<file path="config.mk">
export PLATFORM = sky130hd
export DESIGN_NAME = box_grid_point_generator
export DESIGN_NICKNAME = d
export VERILOG_FILES = /design/src/rtl/bgp_pkg.sv /design/src/rtl/bgp_front.sv /design/src/rtl/bgp_queue.sv /design/src/rtl/bgp_div.sv /design/src/rtl/bgp_back.sv /design/src/rtl/box_grid_point_generator.sv
export SDC_FILE = /design/constraint.sdc
export NUM_CORES = 1
export LEC_CHECK = 0
export BUFFER_PORTS_ARGS = -buffer_cell sky130_fd_sc_hd__buf_2
export CORE_MARGIN = 5
export CORE_UTILIZATION = 55
export CTS_BUF_LIST = sky130_fd_sc_hd__clkbuf_4
export DETAILED_ROUTE_END_ITERATION = 8
export PLACE_DENSITY = 0.76
export SLEW_MARGIN = 20
export SYNTH_ARGS = -nofsm -noshare
export SYNTH_HDL_FRONTEND = slang
export SYNTH_SLANG_ARGS = --single-unit
</file>
<file path="constraint.sdc">
create_clock -name clk -period 5.8 [get_ports clk]
set_input_delay 1.74 -clock clk [delete_from_list [all_inputs] [get_ports clk]]
set_output_delay 1.74 -clock clk [all_outputs]
set_load 0.005 [all_outputs]
</file>
<file path="src/rtl/bgp_pkg.sv">
// shared types, constants and helpers for the box grid point generator
`timescale 1ns / 1ps

package bgp_pkg;

    localparam int DEF_MAX_ROWS    = 8;
    localparam int DEF_MAX_COLS    = 8;
    localparam int DEF_COORD_WIDTH = 16;
    localparam int DEF_FRAC_BITS   = 4;

    localparam int REG_W       = 4;
    localparam int MARGIN_W    = 8;
    localparam int CFG_IDX_W   = 2;
    localparam int CFG_DATA_W  = 8;
    localparam int CNT_W       = 5;
    localparam int DV_W        = 4;
    localparam int POS_W       = 4;
    localparam int IDX_W       = 6;
    localparam int TOT_W       = 7;
    localparam int QUEUE_DEPTH = 2;

    localparam logic [REG_W-1:0]    RST_GRID_ROWS    = 4'd8;
    localparam logic [REG_W-1:0]    RST_GRID_COLS    = 4'd8;
    localparam logic [MARGIN_W-1:0] RST_INSET_MARGIN = 8'd5;

    typedef enum logic [CFG_IDX_W-1:0] {
        REG_GRID_ROWS    = 2'd0,
        REG_GRID_COLS    = 2'd1,
        REG_INSET_MARGIN = 2'd2
    } cfg_reg_t;

    typedef enum logic [1:0] {
        BK_IDLE,
        BK_DIVIDE,
        BK_EMIT
    } back_state_t;

    typedef struct packed {
        logic full;
        logic empty;
    } q_status_t;

    // zero reads as one, anything above the maximum saturates
    function automatic logic [CNT_W-1:0] clamp_count(input logic [REG_W-1:0] v,
                                                     input int maxv);
        logic [CNT_W-1:0] r;
        if (v == '0)
            r = CNT_W'(1);
        else if ({1'b0, v} > CNT_W'(maxv))
            r = CNT_W'(maxv);
        else
            r = {1'b0, v};
        return r;
    endfunction

endpackage

</file>
<file path="src/rtl/bgp_front.sv">
// front end: margin shrink with saturation and per-axis classification
`timescale 1ns / 1ps

module bgp_front #(
    parameter int MAX_ROWS    = bgp_pkg::DEF_MAX_ROWS,
    parameter int MAX_COLS    = bgp_pkg::DEF_MAX_COLS,
    parameter int COORD_WIDTH = bgp_pkg::DEF_COORD_WIDTH,
    parameter int FRAC_BITS   = bgp_pkg::DEF_FRAC_BITS,
    parameter int ENTRY_W     = 2 * (3 * COORD_WIDTH + bgp_pkg::CNT_W + bgp_pkg::DV_W)
) (
    input  logic signed [COORD_WIDTH-1:0]    box_left,
    input  logic signed [COORD_WIDTH-1:0]    box_top,
    input  logic signed [COORD_WIDTH-1:0]    box_right,
    input  logic signed [COORD_WIDTH-1:0]    box_bottom,
    input  logic [bgp_pkg::REG_W-1:0]        grid_rows,
    input  logic [bgp_pkg::REG_W-1:0]        grid_cols,
    input  logic [bgp_pkg::MARGIN_W-1:0]     inset_margin,
    output logic [ENTRY_W-1:0]               entry
);
    import bgp_pkg::*;

    localparam int CW   = COORD_WIDTH;
    localparam int MW   = MARGIN_W + FRAC_BITS;
    localparam int EW   = ((CW > MW) ? CW : MW) + 2;
    localparam int AX_W = 3 * CW + CNT_W + DV_W;

    localparam logic signed [EW-1:0] CMAX_E = {{(EW - CW + 1){1'b0}}, {(CW - 1){1'b1}}};
    localparam logic signed [EW-1:0] CMIN_E = {{(EW - CW + 1){1'b1}}, {(CW - 1){1'b0}}};

    function automatic logic signed [CW-1:0] shrink(input logic signed [CW-1:0] e,
                                                    input logic [MW-1:0] m,
                                                    input logic sub);
        logic signed [EW-1:0] v;
        logic signed [EW-1:0] mz;
        logic signed [CW-1:0] r;
        v  = EW'(e);
        mz = signed'(EW'(m));
        v  = sub ? (v - mz) : (v + mz);
        if (v > CMAX_E)
            r = CMAX_E[CW-1:0];
        else if (v < CMIN_E)
            r = CMIN_E[CW-1:0];
        else
            r = v[CW-1:0];
        return r;
    endfunction

    // packs {start, end value, span, point count, divisor}
    function automatic logic [AX_W-1:0] axis_pack(input logic signed [CW-1:0] lo,
                                                  input logic signed [CW-1:0] hi,
                                                  input logic [CNT_W-1:0] n);
        logic signed [CW:0] sum;
        logic signed [CW:0] span;
        logic [CW-1:0]      endv;
        logic [CNT_W-1:0]   cnt;
        logic [DV_W-1:0]    dvs;
        sum  = {lo[CW-1], lo} + {hi[CW-1], hi};
        span = {hi[CW-1], hi} - {lo[CW-1], lo};
        // single point axis takes the floored centre
        endv = (n == CNT_W'(1)) ? sum[CW:1] : hi;
        cnt  = ((n != CNT_W'(1)) && !span[CW] && (span != '0)) ? n : CNT_W'(1);
        dvs  = DV_W'(n - CNT_W'(1));
        return {lo, endv, span[CW-1:0], cnt, dvs};
    endfunction

    logic [MW-1:0]         margin_q;
    logic signed [CW-1:0]  in_left;
    logic signed [CW-1:0]  in_top;
    logic signed [CW-1:0]  in_right;
    logic signed [CW-1:0]  in_bottom;
    logic [CNT_W-1:0]      n_rows;
    logic [CNT_W-1:0]      n_cols;

    always_comb
    begin
        margin_q  = MW'(inset_margin) << FRAC_BITS;
        in_left   = shrink(box_left, margin_q, 1'b0);
        in_top    = shrink(box_top, margin_q, 1'b0);
        in_right  = shrink(box_right, margin_q, 1'b1);
        in_bottom = shrink(box_bottom, margin_q, 1'b1);
        n_rows    = clamp_count(grid_rows, MAX_ROWS);
        n_cols    = clamp_count(grid_cols, MAX_COLS);
        entry     = {axis_pack(in_left, in_right, n_cols), axis_pack(in_top, in_bottom, n_rows)};
    end

endmodule

</file>
<file path="src/rtl/bgp_queue.sv">
// short flop queue between front and back
`timescale 1ns / 1ps

module bgp_queue #(
    parameter int WIDTH = 32,
    parameter int DEPTH = bgp_pkg::QUEUE_DEPTH
) (
    input  logic                  clk,
    input  logic                  rst_n,
    input  logic                  push,
    input  logic [WIDTH-1:0]      push_data,
    input  logic                  pop,
    output logic [WIDTH-1:0]      head,
    output bgp_pkg::q_status_t    status
);
    import bgp_pkg::*;

    localparam int PTR_W = (DEPTH > 1) ? $clog2(DEPTH) : 1;
    localparam int CNT_QW = $clog2(DEPTH + 1);

    logic [WIDTH-1:0]  mem_reg [DEPTH];
    logic [PTR_W-1:0]  wr_ptr_reg;
    logic [PTR_W-1:0]  wr_ptr_next;
    logic [PTR_W-1:0]  rd_ptr_reg;
    logic [PTR_W-1:0]  rd_ptr_next;
    logic [CNT_QW-1:0] count_reg;
    logic [CNT_QW-1:0] count_next;

    function automatic logic [PTR_W-1:0] bump(input logic [PTR_W-1:0] p);
        logic [PTR_W-1:0] r;
        if (p == PTR_W'(DEPTH - 1))
            r = '0;
        else
            r = p + PTR_W'(1);
        return r;
    endfunction

    always_comb
    begin
        wr_ptr_next = push ? bump(wr_ptr_reg) : wr_ptr_reg;
        rd_ptr_next = pop ? bump(rd_ptr_reg) : rd_ptr_reg;
        count_next  = count_reg;
        if (push && !pop)
            count_next = count_reg + CNT_QW'(1);
        else if (pop && !push)
            count_next = count_reg - CNT_QW'(1);
        head         = mem_reg[rd_ptr_reg];
        status.full  = (count_reg == CNT_QW'(DEPTH));
        status.empty = (count_reg == '0);
    end

    always_ff @(posedge clk or negedge rst_n)
    begin
        if (!rst_n)
        begin
            wr_ptr_reg <= '0;
            rd_ptr_reg <= '0;
            count_reg  <= '0;
        end
        else
        begin
            wr_ptr_reg <= wr_ptr_next;
            rd_ptr_reg <= rd_ptr_next;
            count_reg  <= count_next;
        end
    end

    always_ff @(posedge clk)
    begin
        if (push)
            mem_reg[wr_ptr_reg] <= push_data;
    end

endmodule

</file>
<file path="src/rtl/bgp_div.sv">
// radix-2 restoring divider, one quotient bit per cycle
`timescale 1ns / 1ps

module bgp_div #(
    parameter int COORD_WIDTH = bgp_pkg::DEF_COORD_WIDTH
) (
    input  logic                          clk,
    input  logic                          rst_n,
    input  logic                          start,
    input  logic [COORD_WIDTH-1:0]        dividend,
    input  logic [bgp_pkg::DV_W-1:0]      divisor,
    output logic                          busy,
    output logic [COORD_WIDTH-1:0]        quotient
);
    import bgp_pkg::*;

    localparam int CW  = COORD_WIDTH;
    localparam int CTW = $clog2(CW + 1);

    logic [CW-1:0]   dq_reg;
    logic [CW-1:0]   dq_next;
    logic [DV_W-1:0] rem_reg;
    logic [DV_W-1:0] rem_next;
    logic [DV_W-1:0] dvs_reg;
    logic [DV_W-1:0] dvs_next;
    logic [CTW-1:0]  cnt_reg;
    logic [CTW-1:0]  cnt_next;
    logic            busy_reg;
    logic            busy_next;
    logic [DV_W:0]   rem_sh;
    logic            q_bit;

    always_comb
    begin
        dq_next   = dq_reg;
        rem_next  = rem_reg;
        dvs_next  = dvs_reg;
        cnt_next  = cnt_reg;
        busy_next = busy_reg;
        rem_sh    = {rem_reg, dq_reg[CW-1]};
        q_bit     = (rem_sh >= {1'b0, dvs_reg});
        if (start)
        begin
            dq_next   = dividend;
            rem_next  = '0;
            dvs_next  = divisor;
            cnt_next  = CTW'(CW);
            busy_next = 1'b1;
        end
        else if (busy_reg)
        begin
            // a kept remainder is below the divisor, so it fits
            rem_next = q_bit ? DV_W'(rem_sh - {1'b0, dvs_reg}) : rem_sh[DV_W-1:0];
            dq_next  = {dq_reg[CW-2:0], q_bit};
            cnt_next = cnt_reg - CTW'(1);
            if (cnt_reg == CTW'(1))
                busy_next = 1'b0;
        end
        busy     = busy_reg;
        quotient = dq_reg;
    end

    always_ff @(posedge clk or negedge rst_n)
    begin
        if (!rst_n)
        begin
            cnt_reg  <= '0;
            busy_reg <= 1'b0;
        end
        else
        begin
            cnt_reg  <= cnt_next;
            busy_reg <= busy_next;
        end
    end

    always_ff @(posedge clk)
    begin
        dq_reg  <= dq_next;
        rem_reg <= rem_next;
        dvs_reg <= dvs_next;
    end

endmodule

</file>
<file path="src/rtl/bgp_back.sv">
// back end: step division and row-major point emission
`timescale 1ns / 1ps

module bgp_back #(
    parameter int COORD_WIDTH = bgp_pkg::DEF_COORD_WIDTH,
    parameter int ENTRY_W     = 2 * (3 * COORD_WIDTH + bgp_pkg::CNT_W + bgp_pkg::DV_W)
) (
    input  logic                           clk,
    input  logic                           rst_n,
    input  logic [ENTRY_W-1:0]             head,
    input  bgp_pkg::q_status_t             q_status,
    output logic                           pop,
    output logic                           out_valid,
    input  logic                           out_stall,
    output logic signed [COORD_WIDTH-1:0]  point_x,
    output logic signed [COORD_WIDTH-1:0]  point_y,
    output logic [bgp_pkg::IDX_W-1:0]      point_index,
    output logic [bgp_pkg::TOT_W-1:0]      point_count,
    output logic                           last_point
);
    import bgp_pkg::*;

    localparam int CW   = COORD_WIDTH;
    localparam int AX_W = 3 * CW + CNT_W + DV_W;

    logic [AX_W-1:0]  ax_x;
    logic [AX_W-1:0]  ax_y;
    logic             div_busy_x;
    logic             div_busy_y;
    logic [CW-1:0]    step_x;
    logic [CW-1:0]    step_y;

    back_state_t      state_reg;
    back_state_t      state_next;
    logic [CW-1:0]    x_lo_reg, x_lo_next, y_lo_reg, y_lo_next;
    logic [CW-1:0]    x_end_reg, x_end_next, y_end_reg, y_end_next;
    logic [CW-1:0]    x_acc_reg, x_acc_next, y_acc_reg, y_acc_next;
    logic [CNT_W-1:0] x_cnt_reg, x_cnt_next, y_cnt_reg, y_cnt_next;
    logic [TOT_W-1:0] total_reg, total_next;
    logic [POS_W-1:0] col_reg, col_next, row_reg, row_next;
    logic [IDX_W-1:0] k_reg, k_next;
    logic             out_valid_reg, out_valid_next;
    logic [CW-1:0]    px_reg, px_next, py_reg, py_next;
    logic [IDX_W-1:0] idx_reg, idx_next;
    logic [TOT_W-1:0] cnt_out_reg, cnt_out_next;
    logic             last_reg, last_next;
    logic             advance;
    logic             col_end;
    logic             row_end;
    logic [2*CNT_W-1:0] total_full;

    assign ax_x = head[ENTRY_W-1 -: AX_W];
    assign ax_y = head[AX_W-1:0];

    bgp_div #(.COORD_WIDTH(CW)) u_div_x (
        .clk      (clk),
        .rst_n    (rst_n),
        .start    (pop),
        .dividend (ax_x[CNT_W + DV_W +: CW]),
        .divisor  (ax_x[DV_W-1:0]),
        .busy     (div_busy_x),
        .quotient (step_x)
    );

    bgp_div #(.COORD_WIDTH(CW)) u_div_y (
        .clk      (clk),
        .rst_n    (rst_n),
        .start    (pop),
        .dividend (ax_y[CNT_W + DV_W +: CW]),
        .divisor  (ax_y[DV_W-1:0]),
        .busy     (div_busy_y),
        .quotient (step_y)
    );

    always_comb
    begin
        state_next     = state_reg;
        x_lo_next      = x_lo_reg;
        y_lo_next      = y_lo_reg;
        x_end_next     = x_end_reg;
        y_end_next     = y_end_reg;
        x_acc_next     = x_acc_reg;
        y_acc_next     = y_acc_reg;
        x_cnt_next     = x_cnt_reg;
        y_cnt_next     = y_cnt_reg;
        total_next     = total_reg;
        col_next       = col_reg;
        row_next       = row_reg;
        k_next         = k_reg;
        px_next        = px_reg;
        py_next        = py_reg;
        idx_next       = idx_reg;
        cnt_out_next   = cnt_out_reg;
        last_next      = last_reg;
        pop            = 1'b0;
        advance        = !out_valid_reg || !out_stall;
        out_valid_next = out_valid_reg && out_stall;
        col_end        = ({1'b0, col_reg} == (x_cnt_reg - CNT_W'(1)));
        row_end        = ({1'b0, row_reg} == (y_cnt_reg - CNT_W'(1)));
        total_full     = ax_x[DV_W +: CNT_W] * ax_y[DV_W +: CNT_W];

        case (state_reg)
            BK_IDLE:
            begin
                if (!q_status.empty)
                begin
                    pop        = 1'b1;
                    x_lo_next  = ax_x[AX_W-1 -: CW];
                    x_end_next = ax_x[AX_W-1-CW -: CW];
                    x_cnt_next = ax_x[DV_W +: CNT_W];
                    y_lo_next  = ax_y[AX_W-1 -: CW];
                    y_end_next = ax_y[AX_W-1-CW -: CW];
                    y_cnt_next = ax_y[DV_W +: CNT_W];
                    x_acc_next = ax_x[AX_W-1 -: CW];
                    y_acc_next = ax_y[AX_W-1 -: CW];
                    total_next = total_full[TOT_W-1:0];
                    col_next   = '0;
                    row_next   = '0;
                    k_next     = '0;
                    state_next = BK_DIVIDE;
                end
            end
            BK_DIVIDE:
            begin
                if (!div_busy_x && !div_busy_y)
                    state_next = BK_EMIT;
            end
            BK_EMIT:
            begin
                if (advance)
                begin
                    out_valid_next = 1'b1;
                    // the last point of an axis is its end value exactly
                    px_next        = col_end ? x_end_reg : x_acc_reg;
                    py_next        = row_end ? y_end_reg : y_acc_reg;
                    idx_next       = k_reg;
                    cnt_out_next   = total_reg;
                    last_next      = col_end && row_end;
                    k_next         = k_reg + IDX_W'(1);
                    if (col_end)
                    begin
                        col_next   = '0;
                        x_acc_next = x_lo_reg;
                        if (row_end)
                            state_next = BK_IDLE;
                        else
                        begin
                            row_next   = row_reg + POS_W'(1);
                            y_acc_next = y_acc_reg + step_y;
                        end
                    end
                    else
                    begin
                        col_next   = col_reg + POS_W'(1);
                        x_acc_next = x_acc_reg + step_x;
                    end
                end
            end
            default:
                state_next = BK_IDLE;
        endcase

        out_valid   = out_valid_reg;
        point_x     = px_reg;
        point_y     = py_reg;
        point_index = idx_reg;
        point_count = cnt_out_reg;
        last_point  = last_reg;
    end

    always_ff @(posedge clk or negedge rst_n)
    begin
        if (!rst_n)
        begin
            state_reg     <= BK_IDLE;
            out_valid_reg <= 1'b0;
            col_reg       <= '0;
            row_reg       <= '0;
            k_reg         <= '0;
        end
        else
        begin
            state_reg     <= state_next;
            out_valid_reg <= out_valid_next;
            col_reg       <= col_next;
            row_reg       <= row_next;
            k_reg         <= k_next;
        end
    end

    always_ff @(posedge clk)
    begin
        x_lo_reg    <= x_lo_next;
        y_lo_reg    <= y_lo_next;
        x_end_reg   <= x_end_next;
        y_end_reg   <= y_end_next;
        x_acc_reg   <= x_acc_next;
        y_acc_reg   <= y_acc_next;
        x_cnt_reg   <= x_cnt_next;
        y_cnt_reg   <= y_cnt_next;
        total_reg   <= total_next;
        px_reg      <= px_next;
        py_reg      <= py_next;
        idx_reg     <= idx_next;
        cnt_out_reg <= cnt_out_next;
        last_reg    <= last_next;
    end

endmodule

</file>
<file path="src/rtl/box_grid_point_generator.sv">
// a box is queued at its transfer; the back end pops it only when idle, then runs the step dividers
// and then emits the points, so one box is divided and emitted before the next is popped
// the step dividers are bit-serial; the back end emits one point per cycle unless out_stall holds it
// a two-entry queue lets the front take the next boxes while the back is still emitting
// reset: registers return to 8 rows, 8 columns, margin 5; queue empty, no output pending
`timescale 1ns / 1ps

module box_grid_point_generator #(
    parameter int MAX_ROWS    = bgp_pkg::DEF_MAX_ROWS,
    parameter int MAX_COLS    = bgp_pkg::DEF_MAX_COLS,
    parameter int COORD_WIDTH = bgp_pkg::DEF_COORD_WIDTH,
    parameter int FRAC_BITS   = bgp_pkg::DEF_FRAC_BITS
) (
    input  logic                              clk,
    input  logic                              rst_n,
    input  logic                              cfg_valid,
    output logic                              cfg_ready,
    input  logic [bgp_pkg::CFG_IDX_W-1:0]     cfg_index,
    input  logic [bgp_pkg::CFG_DATA_W-1:0]    cfg_data,
    input  logic                              in_valid,
    output logic                              in_stall,
    input  logic signed [COORD_WIDTH-1:0]     box_left,
    input  logic signed [COORD_WIDTH-1:0]     box_top,
    input  logic signed [COORD_WIDTH-1:0]     box_right,
    input  logic signed [COORD_WIDTH-1:0]     box_bottom,
    output logic                              out_valid,
    input  logic                              out_stall,
    output logic signed [COORD_WIDTH-1:0]     point_x,
    output logic signed [COORD_WIDTH-1:0]     point_y,
    output logic [bgp_pkg::IDX_W-1:0]         point_index,
    output logic [bgp_pkg::TOT_W-1:0]         point_count,
    output logic                              last_point
);
    import bgp_pkg::*;

    localparam int ENTRY_W = 2 * (3 * COORD_WIDTH + CNT_W + DV_W);

    logic [REG_W-1:0]    grid_rows_reg;
    logic [REG_W-1:0]    grid_cols_reg;
    logic [MARGIN_W-1:0] inset_margin_reg;
    logic [ENTRY_W-1:0]  entry;
    logic [ENTRY_W-1:0]  head;
    logic                push;
    logic                pop;
    q_status_t           q_status;

    assign cfg_ready = 1'b1;
    assign in_stall  = q_status.full;
    assign push      = in_valid && !q_status.full;

    always_ff @(posedge clk or negedge rst_n)
    begin
        if (!rst_n)
        begin
            grid_rows_reg    <= RST_GRID_ROWS;
            grid_cols_reg    <= RST_GRID_COLS;
            inset_margin_reg <= RST_INSET_MARGIN;
        end
        else if (cfg_valid && cfg_ready)
        begin
            case (cfg_reg_t'(cfg_index))
                REG_GRID_ROWS:    grid_rows_reg    <= cfg_data[REG_W-1:0];
                REG_GRID_COLS:    grid_cols_reg    <= cfg_data[REG_W-1:0];
                REG_INSET_MARGIN: inset_margin_reg <= cfg_data[MARGIN_W-1:0];
                default:          ;
            endcase
        end
    end

    bgp_front #(
        .MAX_ROWS    (MAX_ROWS),
        .MAX_COLS    (MAX_COLS),
        .COORD_WIDTH (COORD_WIDTH),
        .FRAC_BITS   (FRAC_BITS),
        .ENTRY_W     (ENTRY_W)
    ) u_front (
        .box_left     (box_left),
        .box_top      (box_top),
        .box_right    (box_right),
        .box_bottom   (box_bottom),
        .grid_rows    (grid_rows_reg),
        .grid_cols    (grid_cols_reg),
        .inset_margin (inset_margin_reg),
        .entry        (entry)
    );

    bgp_queue #(
        .WIDTH (ENTRY_W),
        .DEPTH (QUEUE_DEPTH)
    ) u_queue (
        .clk       (clk),
        .rst_n     (rst_n),
        .push      (push),
        .push_data (entry),
        .pop       (pop),
        .head      (head),
        .status    (q_status)
    );

    bgp_back #(
        .COORD_WIDTH (COORD_WIDTH),
        .ENTRY_W     (ENTRY_W)
    ) u_back (
        .clk         (clk),
        .rst_n       (rst_n),
        .head        (head),
        .q_status    (q_status),
        .pop         (pop),
        .out_valid   (out_valid),
        .out_stall   (out_stall),
        .point_x     (point_x),
        .point_y     (point_y),
        .point_index (point_index),
        .point_count (point_count),
        .last_point  (last_point)
    );

`ifndef SYNTH
    // the final point of a box sits at position count minus one
    assert property (@(posedge clk) disable iff (!rst_n)
        out_valid && last_point |-> point_index == IDX_W'(point_count - TOT_W'(1)))
        else $error("last point index does not match point count");

    // the back end only takes an entry that is there
    assert property (@(posedge clk) disable iff (!rst_n)
        pop |-> !q_status.empty)
        else $error("pop from an empty queue");

    // a full queue refuses the transfer, so nothing is written past it
    assert property (@(posedge clk) disable iff (!rst_n)
        q_status.full && !pop |=> q_status.full)
        else $error("queue left full state without a pop");
`endif

endmodule

</file>
Word-level counts from Yosys, hierarchy flattened

Memories as Yosys holds them, arrays and structs flattened.
Cells that the tools add are included.
Widths: inputs -> output; s select.

Register bits: 240
Bits in latches: 0
Bits in writable memories: 224
Memory bits (read-only): 0
Bits of input ports: 79
Output and inout bits: 49
Logic and storage cells: 202
Memories: 1

Memories:

| name            | words | width | read ports | clocked after Yosys merged registers in | wr ports | RTL line        | RTL |
|---|---|---|---|---|---|---|---|
| u_queue.mem_reg | 2     | 112   | 1          | 0                                       | 1        | bgp_queue.sv:21 | `logic [WIDTH-1:0] mem_reg [DEPTH];` |

$add $sub $neg: 25
Multiply operators: 1
Divide/modulo/power cells: 0
Magnitude comparators: 12
Equal/unequal tests: 19
Shift operators: 0
Mux-type cells: 70
Bitwise logic cells: 1
Reduce and logical (&&, ||, !) cells: 39

Operators by type and width:

| cell                 | count |
|---|---|
| $mux 16              | 23 |
| $gt 18x16->1 const B | 4 |
| $lt 18x16->1 const B | 4 |
| $pmux 16 s2          | 2 |
| $mux 4               | 14 |
| $add 16x13->17       | 2 |
| $add 16x16->17       | 2 |
| $reduce_bool 17->1   | 2 |
| $sub 16x13->17       | 2 |
| $sub 16x16->17       | 2 |
| $add 16x16->16       | 2 |
| $mux 5               | 4 |
| $sub 5x1->5 const B  | 4 |
| $pmux 4 s2           | 2 |
| $mux 1               | 14 |
| $mux 2               | 7 |
| $mux 6               | 2 |
| $pmux 6 s2           | 1 |
| $eq 4x5->1           | 2 |
| $eq 5x1->1 const B   | 2 |
| $ge 5x4->1           | 2 |
| $logic_and 1x1->1    | 10 |
| $reduce_and 2->1     | 5 |
| $reduce_and 5->1     | 2 |
| other kinds (23)     | 51 |

Longest topological paths before layout

Depth in word-level cells: 9
Gate-level depth with buffers: 25
Depth with buffers taken out: 24

By module

From an unflattened synthesis, not the netlist that was laid out.

Cell total of the unflattened synthesis: 2114
Area, all modules: 26042.5 µm²

By module, submodules not included:

| module                   | instances | cells an instance | area each (µm²) | sequential area each (µm²) |
|---|---|---|---|---|
| bgp_queue                | 1         | 371               | 8613.3          | 6946.7 |
| bgp_back                 | 1         | 640               | 8134.1          | 4719.5 |
| bgp_front                | 1         | 855               | 5768.0          | 0.0 |
| bgp_div                  | 2         | 105               | 1438.9          | 830.8 |
| box_grid_point_generator | 1         | 38                | 649.4           | 405.4 |

Least setup slack after synthesis

Ideal clock, no wire load.

Kind: in2reg
From: input port box_right[4]
To: memory u_queue.mem_reg[0][61] (netlist name), data pin
Setup time: 0.274 ns
Arrival time: 6.826 ns
Data required time: 5.526 ns
Path slack: -1.300 ns
Stages: 21
Path buffers: 0
Path through: inv_1 > ha_1 > fa_1 > nor2b_1 > o21ai_0 > a21boi_1 > o21ai_0 > a211oi_1 > nor4b_2 > o21ai_0 > ha_1 > fa_1 > nand2b_2 > a2111o_1 > and3_1 > xnor2_1 > nor4_2 > nor4b_2 > or4b_1 > o41ai_2 > nor3_1

Elaborated cells between the ends (all ways): 11
Classes of those cells: add/sub (2); order compare (2); mux (3); reduce/logical (4)

RTL lines:

| item                   | RTL line                       | RTL |
|---|---|---|
| from (decl)            | box_grid_point_generator.sv:24 | `input logic signed [COORD_WIDTH-1:0] box_right,` |
| $sub 16x13->17 (*)     | bgp_front.sv:38                | `v = sub ? (v - mz) : (v + mz);` |
| $lt 18x16->1           | bgp_front.sv:41                | `else if (v < CMIN_E)` |
| $mux 16                | bgp_front.sv:41                |  |
| $mux 16 (*)            | bgp_front.sv:39                | `if (v > CMAX_E)` |
| $sub 16x16->17 (*)     | bgp_front.sv:58                | `span = {hi[CW-1], hi} - {lo[CW-1], lo};` |
| via entry[72]          | box_grid_point_generator.sv:41 | `logic [ENTRY_W-1:0] entry;` |
| $reduce_bool 17->1 (*) | bgp_front.sv:61                | `cnt = ((n != CNT_W'(1)) && !span[CW] && (span != '0)) ? n : CNT_W'(1);` |
| $logic_and 1x1->1 (*)  | bgp_front.sv:61                |  |
| $mux 4 (*)             | bgp_front.sv:61                |  |
| via entry[62]          | box_grid_point_generator.sv:41 |  |
| to (decl)              | bgp_queue.sv:21                |  |

The timed path passes the listed nets; every way through them passes the cells marked *.

Worst setup path after layout

From: input port box_left[4]
To: memory u_queue.mem_reg[0][60] (netlist name), data pin

Word-level cells in the longest chain between the ends: 9
Elaborated cells between the ends (all ways): 11
Classes of those cells: add/sub (2); order compare (2); mux (3); reduce/logical (4)

RTL lines:

| item                                                                       | RTL line                       | RTL |
|---|---|---|
| from (decl)                                                                | box_grid_point_generator.sv:22 | `input logic signed [COORD_WIDTH-1:0] box_left,` |
| $add 16x13->17 (*)                                                         | bgp_front.sv:38                |  |
| $lt 18x16->1                                                               | bgp_front.sv:41                |  |
| $mux 16                                                                    | bgp_front.sv:41                |  |
| $mux 16 (*)                                                                | bgp_front.sv:39                |  |
| via entry[98]                                                              | box_grid_point_generator.sv:41 |  |
| $sub 16x16->17 (*)                                                         | bgp_front.sv:58                |  |
| parallel branches: the longest is 2 deep, another holds $reduce_bool 17->1 | n/a                            |  |
| $logic_and 1x1->1 (*)                                                      | bgp_front.sv:61                |  |
| $mux 4 (*)                                                                 | bgp_front.sv:61                |  |
| via entry[61]                                                              | box_grid_point_generator.sv:41 |  |

Mark *: on every way through the listed nets, which the timed path passes.

==> flow_summary.ini <==
[outcome]
status = finished with violations
violations = negative setup slack

[cells_and_area]
seq_area_um2 = 13600
post-route-util_pct = 68.0
final_cells = 3298
syn_to_final_growth_pct = 23.0
layout.nets = 2870
nFillCells = 3299
multi_input_area_um2 = 11200
drive_gt1_share_pct = 32.7
largest_reg_flops = 224

[synthesis]
syn_avg_cell_area_um2 = 11.9
yosys_warnings = 0
synth_edf_count = 405
seq_area_frac_synth_pct = 54.3
netlist_instances = 2097
syn_area_um2 = 24900
async_reset_ff_share_pct = 10.6
synthFlopType = edfxtp_1
ys_types = 78
synth_seq_cells = 462

[sta]
tightest_slew_ns = 1.00
maxSlewHeadroom_pct = 33.3
finalCritPeriodShare_pct = 105
period_minus_slack_ns = 6.08
skew_ns = 0.0703
report.final.setup_viol = 8
finalMaxSlewViolations = 0
fmax_mhz = 164
layout_setup_ws_ns = -0.284
hold_viol = 0
grt_setup_unrepaired = true

[cts]
clock_latency_ns = 0.86
hold_buffers = 0
cts_buffers = 113
cts.clk_slew.worst_paths_ns = 0.07
cts.path.max_buffers = 3
htreeDepth = 3
clock_sinks = 462
cts_tree = done
clock-root-buffer = clkbuf_4

[floorplan]
die_x_um = 223
row_count = 78
core_um2 = 45100
io-pin-count = 128
die_y_um = 223
die_area_um2 = 49700
floorplan.initialDensity_pct = 55.3

[critical_path]
critPathCapture = u_queue.mem_reg[0][60]$_DFFE_PP_
cp.arrival_ns = 6.64
r2r-end = u_queue.mem_reg[0][60]$_DFFE_PP_
path_class = primary input to flip-flop
ff2ff_setup_slack_ns = 0.06
reg2reg_depth = 25
crit_start = box_left[4]
cp_max_fo = 4
worst_setup_path_start_kind = primary input
crit_path_end_kind = flip-flop
r2r_start = inset_margin_reg[1]$_DFFE_PN0P_
crit_required_ns = 6.36

[detailed_routing]
route.detailed.drc = 0
dr.pass1.iters = 6
wl_mm = 59.5
routedWlPerCell_um = 18.1
num_vias = 18130
ant_nets = 0
vias_per_cell = 5.50
drt_iter0_drc = 1579

[power_and_ir_drop]
p_clk_share_pct = 16.0
swShare_pct = 36.9
p_seq_share_pct = 34.2
combPwrFrac_pct = 49.8
p_switching_mw = 6.13
p_leak_nw = 12.9
powerDensity_nw_per_um2 = 542
peakVddDrop_mv = 0.473
intPower_mw = 10.5

[place]
place_ws_ns = -1.21
io_buffers = 126
dp_hpwl_mm = 43.9
gp_congestion = 0.897
dp.cells = 3070

[grt]
antenna_found_initial = 5
grt_remaining_overflow = 0
grt_usage_pct = 23.7
grt_pass1_vias = 18211
grt_first_pass_wirelength_mm = 94.5
grt_max_degree = 113

[job]
max_cap_violations = 0

[min_path]
hp-class = flip-flop to flip-flop
## layout make-up
class / count / share of cell area (%)
diodes: 8 / 0.0653
flip-flops and latches: 462 / 44.2
well taps: 600 / 2.45
multi-input cells: 1442 / 36.5
clock buffers: 164 / 4.01
inverters: 125 / 1.54
clock inverters: 27 / 0.608
repair buffers: 470 / 10.6
## per-stage QoR
| step | TNS [ns] | power, mW | cell area [um^2] | hold WS [ns] |
|---|---|---|---|---|
| after floorplan | -9.23 | 10.7 | 25200 | 0.400 |
| after global placement | -33.39 | 13.4 | 28700 | 0.404 |
| after detailed placement | -42.55 | 13.7 | 28700 | 0.405 |
| after CTS | -0.585 | 16.5 | 30400 | 0.418 |
| after global routing | -3.29 | 17.8 | 30700 | 0.430 |
| final | -1.94 | 16.6 | 30700 | 0.416 |
## cell families after synthesis
family                     count (synthesis)  share of synthesized area [%]
AOI/OAI and AO/OA                        445                           11.1
xor gates and xnor gates                 124                           4.35
adders and majority gates                177                           9.33
buffers and inverters                    196                           2.98
DFF                                      462                           54.3
muxes                                    181                           7.87
other                                      2                         0.0301
and+or+nand+nor                          510                           9.99
## worst max-delay path: stages
cell      delay (ns)
buf_6           0.10
ha_4            0.15
inv_2           0.05
fa_2            0.21
nor2b_1         0.05
o21ai_1         0.19
a21boi_1        0.12
o21ai_1         0.17
nand2b_1        0.13
a31oi_4         0.23
nor3_2          0.05
mux2_4          0.31
a21o_1          0.18
ha_2            0.21
fa_2            0.35
nand2b_4        0.16
a2111o_1        0.40
buf_4           0.16
a31oi_2         0.15
buf_4           0.14
o22ai_1         0.09
o21ai_1         0.18
nand3_1         0.11
a32oi_2         0.31
o41ai_4         0.15
buf_6           0.16
or3_4           0.39
## worst min path at each step
stage	startpoint	to	slack [ns]	depth (start not counted)
final	u_back.total_reg[1]$_DFFE_PP_	u_back.point_count[1]$_DFFE_PP_	0.42	0
after global routing	u_back.total_reg[1]$_DFFE_PP_	u_back.point_count[1]$_DFFE_PP_	0.43	0
after CTS	u_back.total_reg[1]$_DFFE_PP_	u_back.point_count[1]$_DFFE_PP_	0.42	0
after detailed placement	u_back.total_reg[4]$_DFFE_PP_	u_back.point_count[4]$_DFFE_PP_	0.40	0
after global placement	u_back.total_reg[4]$_DFFE_PP_	u_back.point_count[4]$_DFFE_PP_	0.40	0
after floorplan	u_back.total_reg[0]$_DFFE_PP_	u_back.point_count[0]$_DFFE_PP_	0.40	0
## power by group through the flow
| stage | combinational [mW] | clock, mW | sequential (mW) |
|---|---|---|---|
| final | 8.28 | 2.66 | 5.69 |
| after detailed placement | 7.97 | 0 | 5.76 |
| after global placement | 7.74 | 0 | 5.70 |
| after global routing | 9.13 | 2.92 | 5.78 |
| after CTS | 8.08 | 2.72 | 5.69 |
| after floorplan | 5.15 | 0 | 5.57 |
## cells in the final DEF (no fill, tap or decap), drive strengths merged, types with 41 or more instances in the layout
cell / n
a21o: 41
a21oi: 115
buf: 470
clkbuf: 164
dfrtp: 45
edfxtp: 405
ha: 162
inv: 127
mux2: 120
mux2i: 61
nand2: 119
nor2: 166
nor3: 41
o21ai: 141
xnor2: 88
## synthesized netlist by cell type (all sizes together) (17+ instances only)
cell type	number	area share, %
mux2i	61	2.4
o21ai	141	2.8
a21o	41	1.2
xor2	36	1.3
o21a	26	0.78
inv	124	1.9
nand2	119	1.8
clkbuf	58	0.87
nand3	18	0.36
edfxtp	405	49
nand2b	34	0.86
xnor2	88	3.1
nor2b	28	0.70
ha	162	8.1
mux2	120	5.4
a21oi	115	2.3
nor3	41	0.82
nor2	166	2.5
or3	17	0.43
dfrtp	45	4.5
a211oi	21	0.63
## repair_timing
| action | 4_1_cts | 5_1_grt |
|---|---|---|
| setup endpoints to repair | 16 | 32 |
| pin swaps | 17 | 26 |
| resized for setup | 19 | 48 |
| setup buffers | 18 | 11 |
| cloned | 0 | 1 |
## layer usage
| layer | GRT usage (%) | share of wire, % |
|---|---|---|
| met1 | 34.4 | 46 |
| met2 | 36.7 | 45 |
| met3 | 4.72 | 6.4 |
| met4 | 6.80 | 2.3 |
| met5 | 0 | 0.012 |
(Power assumes the default switching activity.)
